===== config.mk =====
export PLATFORM = sky130hd
export DESIGN_NAME = checked_frame_receiver_fifo_core
export DESIGN_NICKNAME = d
export VERILOG_FILES = /design/src/design/cfr_pkg.sv /design/src/design/cfr_ram.sv /design/src/design/checked_frame_receiver_fifo_core.sv
export SDC_FILE = /design/constraint.sdc
export NUM_CORES = 1
export LEC_CHECK = 0
export ABC_CLOCK_PERIOD_IN_PS = 6300
export BUFFER_PORTS_ARGS = -buffer_cell sky130_fd_sc_hd__buf_4
export CAP_MARGIN = 40
export CELL_PAD_IN_SITES_DETAIL_PLACEMENT = 0
export CELL_PAD_IN_SITES_GLOBAL_PLACEMENT = 2
export CORE_MARGIN = 2
export CORE_UTILIZATION = 50
export CTS_BUF_LIST = sky130_fd_sc_hd__clkbuf_16
export DETAILED_ROUTE_END_ITERATION = 12
export GPL_TIMING_DRIVEN = 1
export PLACE_DENSITY_LB_ADDON = 0.1
export SLEW_MARGIN = 20
export SYNTH_ARGS = -nofsm -noshare
export SYNTH_HDL_FRONTEND = slang
export SYNTH_SLANG_ARGS = --single-unit

===== constraint.sdc =====
create_clock -name i_clk -period 6.3 [get_ports i_clk]
set_input_delay 0.315 -clock i_clk [delete_from_list [all_inputs] [get_ports i_clk]]
set_output_delay 0.315 -clock i_clk [all_outputs]
set_load 0.005 [all_outputs]

===== src/design/cfr_pkg.sv =====
// ----------------------------------------------------------------------------
// cfr_pkg
// Shared types and event codes for the checked frame receiver FIFO core.
// ----------------------------------------------------------------------------
package cfr_pkg;

    typedef logic [2:0] t_event;

    // Result event codes
    localparam t_event EV_NONE       = 3'd0;
    localparam t_event EV_FRAME_OK   = 3'd1;
    localparam t_event EV_BAD_START  = 3'd2;
    localparam t_event EV_BAD_LENGTH = 3'd3;
    localparam t_event EV_BAD_CHKSUM = 3'd4;
    localparam t_event EV_POP_EMPTY  = 3'd5;

    // Operation codes of an input beat
    localparam logic OP_RX  = 1'b0;
    localparam logic OP_POP = 1'b1;

    // Start byte value after reset
    localparam logic [7:0] START_BYTE_RESET = 8'd17;

    // Drop tally saturates here
    localparam logic [6:0] DROP_MAX = 7'd127;

endpackage


===== src/design/cfr_ram.sv =====
// ----------------------------------------------------------------------------
// cfr_ram
// Generic single-write, single-read RAM with registered read data.
// ----------------------------------------------------------------------------
module cfr_ram #(
    parameter int WIDTH = 8,
    parameter int DEPTH = 64
) (
    input  logic                     i_clk,
    input  logic                     i_we,
    input  logic [$clog2(DEPTH)-1:0] i_waddr,
    input  logic [WIDTH-1:0]         i_wdata,
    input  logic                     i_re,
    input  logic [$clog2(DEPTH)-1:0] i_raddr,
    output logic [WIDTH-1:0]         o_rdata
);

    logic [WIDTH-1:0] r_mem [DEPTH];
    logic [WIDTH-1:0] r_rdata;

    // Write port
    always_ff @(posedge i_clk) begin
        if (i_we) begin
            r_mem[i_waddr] <= i_wdata;
        end
    end

    // Registered read, held until the next read enable
    always_ff @(posedge i_clk) begin
        if (i_re) begin
            r_rdata <= r_mem[i_raddr];
        end
    end

    assign o_rdata = r_rdata;

endmodule


===== src/design/checked_frame_receiver_fifo_core.sv =====
// ----------------------------------------------------------------------------
// checked_frame_receiver_fifo_core
// Receives length-prefixed frames with an 8-bit sum checksum into a byte
// ring, commits data on a good checksum, clears on errors, and serves pops.
// ----------------------------------------------------------------------------
//
//  Channel | Direction | Handshake           | Payload
//  --------+-----------+---------------------+-----------------------------------
//  input   | in        | i_valid / o_ready   | i_op, i_rx_byte
//  result  | out       | o_valid / i_ready   | o_event_res, o_dropped_count,
//          |           |                     | o_pop_byte, o_pop_valid, o_not_empty
//  config  | in        | i_cfg_we            | i_cfg_wdata (start byte)
//
//  One beat in per cycle while o_ready is high; its result appears in the cycle after acceptance.
//  Latency is set by the result register and the registered RAM read port.
//  o_ready is high when the result register is empty or is being taken.
//  A stalled result holds; the input stalls only while the result is unread.
//  Synchronous active-low reset; the ring contents are not cleared.
//
module checked_frame_receiver_fifo_core #(
    parameter int FIFO_DEPTH = 64
) (
    input  logic                 i_clk,
    input  logic                 i_rst_n,
    // configuration
    input  logic                 i_cfg_we,
    input  logic [7:0]           i_cfg_wdata,
    // input beats
    input  logic                 i_valid,
    output logic                 o_ready,
    input  logic                 i_op,
    input  logic [7:0]           i_rx_byte,
    // result beats
    output logic                 o_valid,
    input  logic                 i_ready,
    output cfr_pkg::t_event      o_event_res,
    output logic [6:0]           o_dropped_count,
    output logic [7:0]           o_pop_byte,
    output logic                 o_pop_valid,
    output logic                 o_not_empty
);

    import cfr_pkg::*;

    localparam int AW = $clog2(FIFO_DEPTH);
    localparam logic [AW-1:0] LAST_SLOT = AW'(FIFO_DEPTH - 1);
    localparam logic [8:0]    MAX_LEN   = 9'(FIFO_DEPTH);

    // Frame phase codes
    localparam logic [1:0] PH_START = 2'd0;
    localparam logic [1:0] PH_LEN   = 2'd1;
    localparam logic [1:0] PH_DATA  = 2'd2;
    localparam logic [1:0] PH_SUM   = 2'd3;

    logic [7:0]    r_start_byte;
    logic [1:0]    r_phase,    n_phase;
    logic [7:0]    r_left,     n_left;
    logic [7:0]    r_sum,      n_sum;
    logic [AW-1:0] r_head,     n_head;
    logic [AW-1:0] r_tail,     n_tail;
    logic [AW-1:0] r_thead,    n_thead;
    logic [6:0]    r_drops,    n_drops;

    logic          r_out_valid;
    t_event        r_event,    n_event;
    logic [6:0]    r_dropped,  n_dropped;
    logic          r_pvalid,   n_pvalid;
    logic          r_nempty;

    logic          accept;
    logic [AW-1:0] tail_nx;
    logic [AW-1:0] thead_nx;
    logic          ram_we;
    logic          ram_re;
    logic [7:0]    ram_rdata;

    function automatic logic [AW-1:0] next_slot(input logic [AW-1:0] p);
        next_slot = (p == LAST_SLOT) ? '0 : p + AW'(1);
    endfunction

    assign o_ready  = !r_out_valid || i_ready;
    assign accept   = i_valid && o_ready;
    assign tail_nx  = next_slot(r_tail);
    assign thead_nx = next_slot(r_thead);

    // Configuration register
    always_ff @(posedge i_clk) begin
        if (!i_rst_n) begin
            r_start_byte <= START_BYTE_RESET;
        end else if (i_cfg_we) begin
            r_start_byte <= i_cfg_wdata;
        end
    end

    // Next state and result for the beat at the input
    always_comb begin
        n_phase   = r_phase;
        n_left    = r_left;
        n_sum     = r_sum;
        n_head    = r_head;
        n_tail    = r_tail;
        n_thead   = r_thead;
        n_drops   = r_drops;
        n_event   = EV_NONE;
        n_dropped = '0;
        n_pvalid  = 1'b0;
        ram_we    = 1'b0;
        ram_re    = 1'b0;

        if (i_op == OP_POP) begin
            // Pop the oldest committed byte
            if (r_tail == r_head) begin
                n_event = EV_POP_EMPTY;
            end else begin
                n_tail   = tail_nx;
                n_pvalid = 1'b1;
                ram_re   = accept;
            end
        end else begin
            case (r_phase)
                PH_START: begin
                    if (i_rx_byte != r_start_byte) begin
                        n_head  = '0;
                        n_tail  = '0;
                        n_thead = '0;
                        n_event = EV_BAD_START;
                    end else begin
                        n_sum   = i_rx_byte;
                        n_phase = PH_LEN;
                    end
                end
                PH_LEN: begin
                    if (i_rx_byte == 8'd0 || {1'b0, i_rx_byte} > MAX_LEN) begin
                        n_head  = '0;
                        n_tail  = '0;
                        n_thead = '0;
                        n_phase = PH_START;
                        n_event = EV_BAD_LENGTH;
                    end else begin
                        n_left  = i_rx_byte;
                        n_sum   = r_sum + i_rx_byte;
                        n_thead = r_head;
                        n_drops = '0;
                        n_phase = PH_DATA;
                    end
                end
                PH_DATA: begin
                    // Write tentatively past the head, or drop when full
                    n_sum = r_sum + i_rx_byte;
                    if (thead_nx == r_tail) begin
                        if (r_drops != DROP_MAX) begin
                            n_drops = r_drops + 7'd1;
                        end
                    end else begin
                        n_thead = thead_nx;
                        ram_we  = accept;
                    end
                    n_left = r_left - 8'd1;
                    if (r_left == 8'd1) begin
                        n_phase = PH_SUM;
                    end
                end
                default: begin
                    // Checksum: commit or clear
                    if (i_rx_byte == r_sum) begin
                        n_head    = r_thead;
                        n_event   = EV_FRAME_OK;
                        n_dropped = r_drops;
                    end else begin
                        n_head  = '0;
                        n_tail  = '0;
                        n_thead = '0;
                        n_event = EV_BAD_CHKSUM;
                    end
                    n_phase = PH_START;
                end
            endcase
        end
    end

    // Frame and pointer state
    always_ff @(posedge i_clk) begin
        if (!i_rst_n) begin
            r_phase <= PH_START;
            r_left  <= '0;
            r_sum   <= '0;
            r_head  <= '0;
            r_tail  <= '0;
            r_thead <= '0;
            r_drops <= '0;
        end else if (accept) begin
            r_phase <= n_phase;
            r_left  <= n_left;
            r_sum   <= n_sum;
            r_head  <= n_head;
            r_tail  <= n_tail;
            r_thead <= n_thead;
            r_drops <= n_drops;
        end
    end

    // Result register valid
    always_ff @(posedge i_clk) begin
        if (!i_rst_n) begin
            r_out_valid <= 1'b0;
        end else if (o_ready) begin
            r_out_valid <= i_valid;
        end
    end

    // Result payload
    always_ff @(posedge i_clk) begin
        if (accept) begin
            r_event   <= n_event;
            r_dropped <= n_dropped;
            r_pvalid  <= n_pvalid;
            r_nempty  <= (n_tail != n_head);
        end
    end

    // Byte ring
    cfr_ram #(
        .WIDTH (8),
        .DEPTH (FIFO_DEPTH)
    ) u_ring (
        .i_clk   (i_clk),
        .i_we    (ram_we),
        .i_waddr (thead_nx),
        .i_wdata (i_rx_byte),
        .i_re    (ram_re),
        .i_raddr (tail_nx),
        .o_rdata (ram_rdata)
    );

    assign o_valid         = r_out_valid;
    assign o_event_res     = r_event;
    assign o_dropped_count = r_dropped;
    assign o_pop_valid     = r_pvalid;
    assign o_pop_byte      = r_pvalid ? ram_rdata : 8'd0;
    assign o_not_empty     = r_nempty;

endmodule


== Word level (Yosys, flattened, before mapping) ==
Memories as Yosys holds them, arrays and structs flattened. A register that Yosys moved wholly into a read port is not among the register bits.
Cells that the tools add are included.

* Add/sub/neg operators: 5
* Multipliers: 0
* Div/mod/pow operators: 0
* Magnitude comparators: 1
* Equal/unequal tests: 18
* Shifts and indexed selects: 0
* Mux-type cells: 44
* Bitwise operators: 2
* Reductions and logical operators: 14

{| class="wikitable"
|+ Operator list
! operator !! number
|-
| $mux W6 || 13
|-
| $pmux W6 S3 || 3
|-
| $mux W8 || 4
|-
| $pmux W8 S3 || 1
|-
| $mux W7 || 3
|-
| $pmux W8 S2 || 1
|-
| $ne A2 B2 Y1 const B || 7
|-
| $pmux W7 S2 || 1
|-
| $add A6 B1 Y6 const B || 2
|-
| $eq A6 B6 Y1 || 2
|-
| $eq A6 B6 Y1 const B || 2
|-
| $reduce_and A4 Y1 || 3
|-
| $mux W2 || 5
|-
| $mux W3 || 3
|-
| $pmux W3 S3 || 1
|-
| $add A8 B8 Y8 || 1
|-
| $eq A8 B1 Y1 const B || 1
|-
| $eq A8 B8 Y1 || 1
|-
| $gt A8 B7 Y1 const B || 1
|-
| $logic_not A8 Y1 || 1
|-
| $mux W1 || 8
|-
| $ne A8 B8 Y1 || 1
|-
| $sub A8 B1 Y8 const B || 1
|-
| $add A7 B1 Y7 const B || 1
|-
| other kinds (15) || 17
|}

* Bits in registers: 64
* Bits in latches: 0
* Memory bits (writable): 512
* Bits in read-only memories: 0
* Input bits: 22
* Output and inout bits: 22
* Word-level logic and storage cells: 98
* Memories: 1

{| class="wikitable"
|+ Memories
! name !! words !! width !! rd ports !! clocked after Yosys merged registers in !! wr ports !! RTL line !! RTL
|-
| u_ring.r_mem || 64 || 8 || 1 || 1 || 1 || cfr_ram.sv:18 || <nowiki>logic [WIDTH-1:0] r_mem [DEPTH];</nowiki>
|}

== Logic depth before layout (Yosys ltp) ==
* Depth in word-level cells: 8
* Mapped depth: 14
* Mapped depth without buffers: 11

== Cells and area by module ==
From an unflattened synthesis, not the netlist that was laid out.

* Cell total of the unflattened synthesis: 1433
* Area total of the unflattened synthesis: 24359.6 sq um

{| class="wikitable"
|+ By module, submodules not included
! module !! times used !! cells each !! area an instance (sq um)
|-
| cfr_ram || 1 || 940 || 20246.9
|-
| checked_frame_receiver_fifo_core || 1 || 493 || 4112.7
|}

== Worst setup path after synthesis ==
Ideal clock, no wire load.

* Path type: input to register
* Start: in i_rx_byte[5]
* End: reg r_nempty (netlist: o_not_empty), data pin
* Setup time: 0.272 ns
* Arrival: 2.707 ns
* Data required time: 6.028 ns
* Setup slack: 3.321 ns
* Stages: 9
* Path through: ha_1 -> or4_1 -> o31ai_2 -> nand2_1 -> a31oi_1 -> a21oi_1 -> xnor2_1 -> nand2_1 -> or4_1

* Cells in the longest elaborated chain, start to end: 6
* Elaborated cells on any way between the ends: 16
* Those cells by class: order compare (1); eq/ne (3); mux (10); reduce/logical (2)

{| class="wikitable"
|+ Ends and longest elaborated chain
! what !! RTL line !! RTL
|-
| start, declared || checked_frame_receiver_fifo_core.sv:32 || <nowiki>input logic [7:0] i_rx_byte,</nowiki>
|-
| $gt A8 B7 Y1 / $logic_not A8 Y1 (equally long branches) || checked_frame_receiver_fifo_core.sv:133 || <nowiki>if (i_rx_byte == 8'd0 || {1'b0, i_rx_byte} > MAX_LEN) begin</nowiki>
|-
| $logic_or A1 B1 Y1 || checked_frame_receiver_fifo_core.sv:133 ||
|-
| $mux W6 || checked_frame_receiver_fifo_core.sv:133 ||
|-
| $pmux W6 S3 || checked_frame_receiver_fifo_core.sv:120 || <nowiki>case (r_phase)</nowiki>
|-
| $mux W6 || checked_frame_receiver_fifo_core.sv:110 || <nowiki>if (i_op == OP_POP) begin</nowiki>
|-
| $ne A6 B6 Y1 * || checked_frame_receiver_fifo_core.sv:217 || <nowiki>r_nempty <= (n_tail != n_head);</nowiki>
|-
| end signal, assigned || checked_frame_receiver_fifo_core.sv:217 ||
|-
| end, declared || checked_frame_receiver_fifo_core.sv:68 || <nowiki>logic r_nempty;</nowiki>
|}

Every way passes the cells marked *; elsewhere a longest branch is shown, timed or not.
A chain may end at the register's enable or synchronous reset.

== Final worst setup path ==
* Start: reg r_thead[2]
* End: mem u_ring.r_mem[10][1] (enable)

* Cells in the longest elaborated chain, start to end: 8
* Elaborated cells on any way between the ends: 9
* Those cells by class: add/sub (1); eq/ne (2); mux (6)

{| class="wikitable"
|+ Ends and longest elaborated chain
! what !! RTL line !! RTL
|-
| start, declared || checked_frame_receiver_fifo_core.sv:61 || <nowiki>logic [AW-1:0] r_thead, n_thead;</nowiki>
|-
| start signal, assigned || checked_frame_receiver_fifo_core.sv:197 || <nowiki>r_thead <= n_thead;</nowiki>
|-
| $add A6 B1 Y6 / $eq A6 B6 Y1 (equally long branches) || checked_frame_receiver_fifo_core.sv:78 || <nowiki>next_slot = (p == LAST_SLOT) ? '0 : p + AW'(1);</nowiki>
|-
| $mux W6 * || checked_frame_receiver_fifo_core.sv:78 ||
|-
| $eq A6 B6 Y1 || checked_frame_receiver_fifo_core.sv:150 || <nowiki>if (thead_nx == r_tail) begin</nowiki>
|-
| $mux W1 || checked_frame_receiver_fifo_core.sv:150 ||
|-
| $mux W1 || checked_frame_receiver_fifo_core.sv:120 ||
|-
| $mux W1 || checked_frame_receiver_fifo_core.sv:110 ||
|-
| $mux W1 || cfr_ram.sv:23 || <nowiki>if (i_we) begin</nowiki>
|-
| $mux W1 (not written as such) || cfr_ram.sv:24 || <nowiki>r_mem[i_waddr] <= i_wdata;</nowiki>
|-
| end, declared || cfr_ram.sv:18 ||
|}

Marked as above.

==> out/qor.tcl <==
set qor(outcome) {finished clean}
set qor(powerDensity_nw_per_um2) 286
set qor(critical_path.cell_chain) {nand3_1 > or3_1 > o21ai_1 > xor2_1 > nor3_1 > nor2_1 > nand3_1 > nor2_1}
set qor(worst-setup-path-type) {flop to flop}
set qor(tritoncts) {done}
set qor(portion_of_the_clock_cycle_consumed_by_the_worst_path_in_the_final_layout) 0.647
set qor(postSynthCellCount) 1652
set qor(worst_clock_skew_ps) 11.8
set qor(synth-edff-count) 532
set qor(grt_overflow) 0
set qor(grt_usage) 0.251
set qor(timing.critical_path.to_type) {flop}
set qor(insertion_delay_ps) 630
set qor(pin_count) 44
set qor(cp_data_required_time_ps) 6550
set qor(fin_cells) 2372
set qor(hold_buffers) 14
set qor(area_growth_syn_to_layout_pct) 12.5
set qor(count_of_pins_over_their_slew_limit) 0
set qor(drt-vias-per-instance) 6.09
set qor(clkTransAtPathRegs_ps) 60
set qor(grt_max_degree) 123
set qor(num-fill-cells) 3814
set qor(antenna_cells) 0
set qor(initial_core_utilization) 0.508
set qor(syn_area_sq_um) 24300
set qor(top_layer) {met5}
set qor(finish.utilization) 0.571
set qor(critical_path_arrival_ps) 4330
set qor(critPathTopFamily) {simple AND/OR/NAND/NOR gates}
set qor(dieArea_sq_um) 50400
set qor(detail_route.drc_violations) 0
set qor(multi_input_comb_area_sq_um) 6900
set qor(ys.warnings.count) 0
set qor(critical_path.startpoint_type) {flop}
set qor(synth_seq_cells) 584
set qor(max_slew_margin) 0.436
set qor(synth_most_common_cell) {sky130_fd_sc_hd__edfxtp_1}
set qor(cts_buffers) 59
set qor(timing.max_cap.violations) 0
set qor(min_path_type) {input pin to flop}
set qor(mappedNetlistNets) 1691
set qor(min_period_ps) 4080
set qor(grt_pass1_wl_um) 92500
set qor(crit_slowest_cell) {sky130_fd_sc_hd__nor2_1}
set qor(worstPathMaxFanout) 11
set qor(finalWirelength_um) 61600
set qor(drtIter0Drc) 1261
set qor(postSynth.asyncResetShare) 0
set qor(sequential_standard_cell_area_sq_um) 17000
set qor(totalNegativeSetupSlack_ps) 0
set qor(cts.path.max_buffers) 3
set qor(synthDominantAreaCellType) {sky130_fd_sc_hd__edfxtp_1}
set qor(area_share_of_the_largest_cell_type_after_synthesis) 0.657
set qor(placed_area_sq_um) 25300
set qor(design.core.area_sq_um) 47800
set qor(die_h_um) 225
set qor(ant_nets) 0
set qor(avgRoutedWirePerCell_um) 26.0
set qor(cp_num_buf_inv) 0
set qor(rows) 80
set qor(final_hold_viol_count) 0
set qor(ir_drop_mv) 0.239
set qor(fmaxAchievable_ghz) 0.245
set qor(dp_cells) 2244
set qor(syn_avg_cell_area_sq_um) 14.7
set qor(final_area_sq_um) 27300
set qor(chipWidth_um) 225
set qor(met2WireLength_um) 29000
set qor(postSynth.topFlopCell) {sky130_fd_sc_hd__edfxtp_1}
set qor(netlist_top_cells_area) {sky130_fd_sc_hd__edfxtp_1 66%, sky130_fd_sc_hd__mux4_2 6.6%, sky130_fd_sc_hd__dfxtp_1 4.3%}
set qor(detailed_place_hpwl_um) 37800
set qor(seq_total_area_yosys) 0.700
set qor(slowest_delay_ps) 730
set qor(layout.nets) 1753
set qor(post_synth_most_frequent_cells) {532 x sky130_fd_sc_hd__edfxtp_1, 225 x sky130_fd_sc_hd__nand2_1, 122 x sky130_fd_sc_hd__nor2_1, 104 x sky130_fd_sc_hd__nand3_1, 71 x sky130_fd_sc_hd__mux4_2}
set qor(cts-resized-gates) 0
set qor(numPortBuffers) 43
set qor(cts.sink_count) 584
set qor(drive_gt1_frac) 0.141
set qor(finalSetupViolCount) 0
set qor(power_leakage_uw) 0.00919
set qor(yosys.cell_types.count) 71
set qor(gpl.final_weighted_congestion) 0.827
set qor(grt_pass1_vias) 14100
set qor(post_route_met1_wirelength_um) 26500
set qor(vias) 14500
set qor(ctsRootBufferMaster) {sky130_fd_sc_hd__clkbuf_16}
set qor(worstMarginPinSlew_ps) 846
set qor(rsz0062_at_grt) {no}
set qor(post_cts_buffers) 0
set qor(cts.htree.levels) 2
set qor(detail_route.first_pass.iterations) 7
set qor(met3RoutedLength_um) 4340
set qor(antenna_found_initial) 2
-- worst paths after layout --
check / from / to / slack [ps] / cells after the start
setup reg to reg: r_thead[2] / u_ring.r_mem[10][1] / 2220 / 8
hold / removal: i_rx_byte[5] / u_ring.r_mem[62][5] / 40 / 1
setup / recovery: r_thead[2] / u_ring.r_mem[10][1] / 2220 / 8
hold reg to reg: r_phase[0] / r_phase[0] / 500 / 2
-- cell families after synthesis --
family,synth area share
and+or+nand+nor,0.0986
adders and majority gates,0.00906
AOI/OAI and AO/OA,0.0660
muxes,0.0926
buffers and inverters,0.0191
xor gates and xnor gates,0.0147
DFF,0.700
-- power breakdown --
part           switching [uW]  internal, uW  leakage, uW
sequential               9.81          4230      0.00521
combinational             204          99.7      0.00306
clock                    1460          1810     0.000914
total                    1680          6150      0.00919
-- flip-flops by register name, summed over array words and instances (netlist names) --
register / flops
o_dropped_count: 7
o_not_empty: 1
r_drops: 7
r_tail: 6
r_head: 6
u_ring.o_rdata: 8
r_sum: 8
o_valid: 1
r_start_byte: 8
u_ring.r_mem: 512
r_phase: 2
r_thead: 6
o_event_res: 3
o_pop_valid: 1
r_left: 8
-- area by class of cell --
type	instances	share of cell area
clock buffers	59	0.0540
multi-input cells	957	0.252
repair buffers	91	0.0294
inverters	21	0.00288
clock inverters	45	0.0108
flip-flops and latches	584	0.622
well taps	615	0.0281
-- worst reg2reg max path: stages, from the launching register on --
cell and delay (ps):
sky130_fd_sc_hd__dfxtp_1 600, sky130_fd_sc_hd__nand3_1 230, sky130_fd_sc_hd__or3_1 350, sky130_fd_sc_hd__o21ai_1 360
sky130_fd_sc_hd__xor2_1 370, sky130_fd_sc_hd__nor3_1 200, sky130_fd_sc_hd__nor2_1 390, sky130_fd_sc_hd__nand3_1 470
sky130_fd_sc_hd__nor2_1 740
-- metal layers --
layer / vias up / global-route usage
met5: - / 0
met4: 4 / 0.0692
met3: 111 / 0.0503
met2: 479 / 0.398
met1: 7342 / 0.357
li1: 6518 / -
-- stage by stage --
stage	hold WS, ps	total power [uW]	setup WS [ps]
after floorplan	414	4460	3320
after global placement	483	4620	2380
after detailed placement	490	4620	2320
after CTS	18.9	7880	2310
after global routing	10.3	8040	1890
final	35.3	7820	2220
-- layout by cell type, fill, tap and decap left out, types with 33 or more instances in the layout --
| cell type | instances |
|---|---|
| sky130_fd_sc_hd__edfxtp_1 | 532 |
| sky130_fd_sc_hd__nand2_1 | 225 |
| sky130_fd_sc_hd__nor2_1 | 121 |
| sky130_fd_sc_hd__nand3_1 | 104 |
| sky130_fd_sc_hd__mux4_2 | 71 |
| sky130_fd_sc_hd__buf_4 | 68 |
| sky130_fd_sc_hd__mux2i_1 | 63 |
| sky130_fd_sc_hd__clkbuf_16 | 59 |
| sky130_fd_sc_hd__dfxtp_1 | 52 |
| sky130_fd_sc_hd__o21ai_0 | 34 |
| sky130_fd_sc_hd__a21oi_1 | 33 |
No activity file was read; power rests on OpenSTA's default activity.
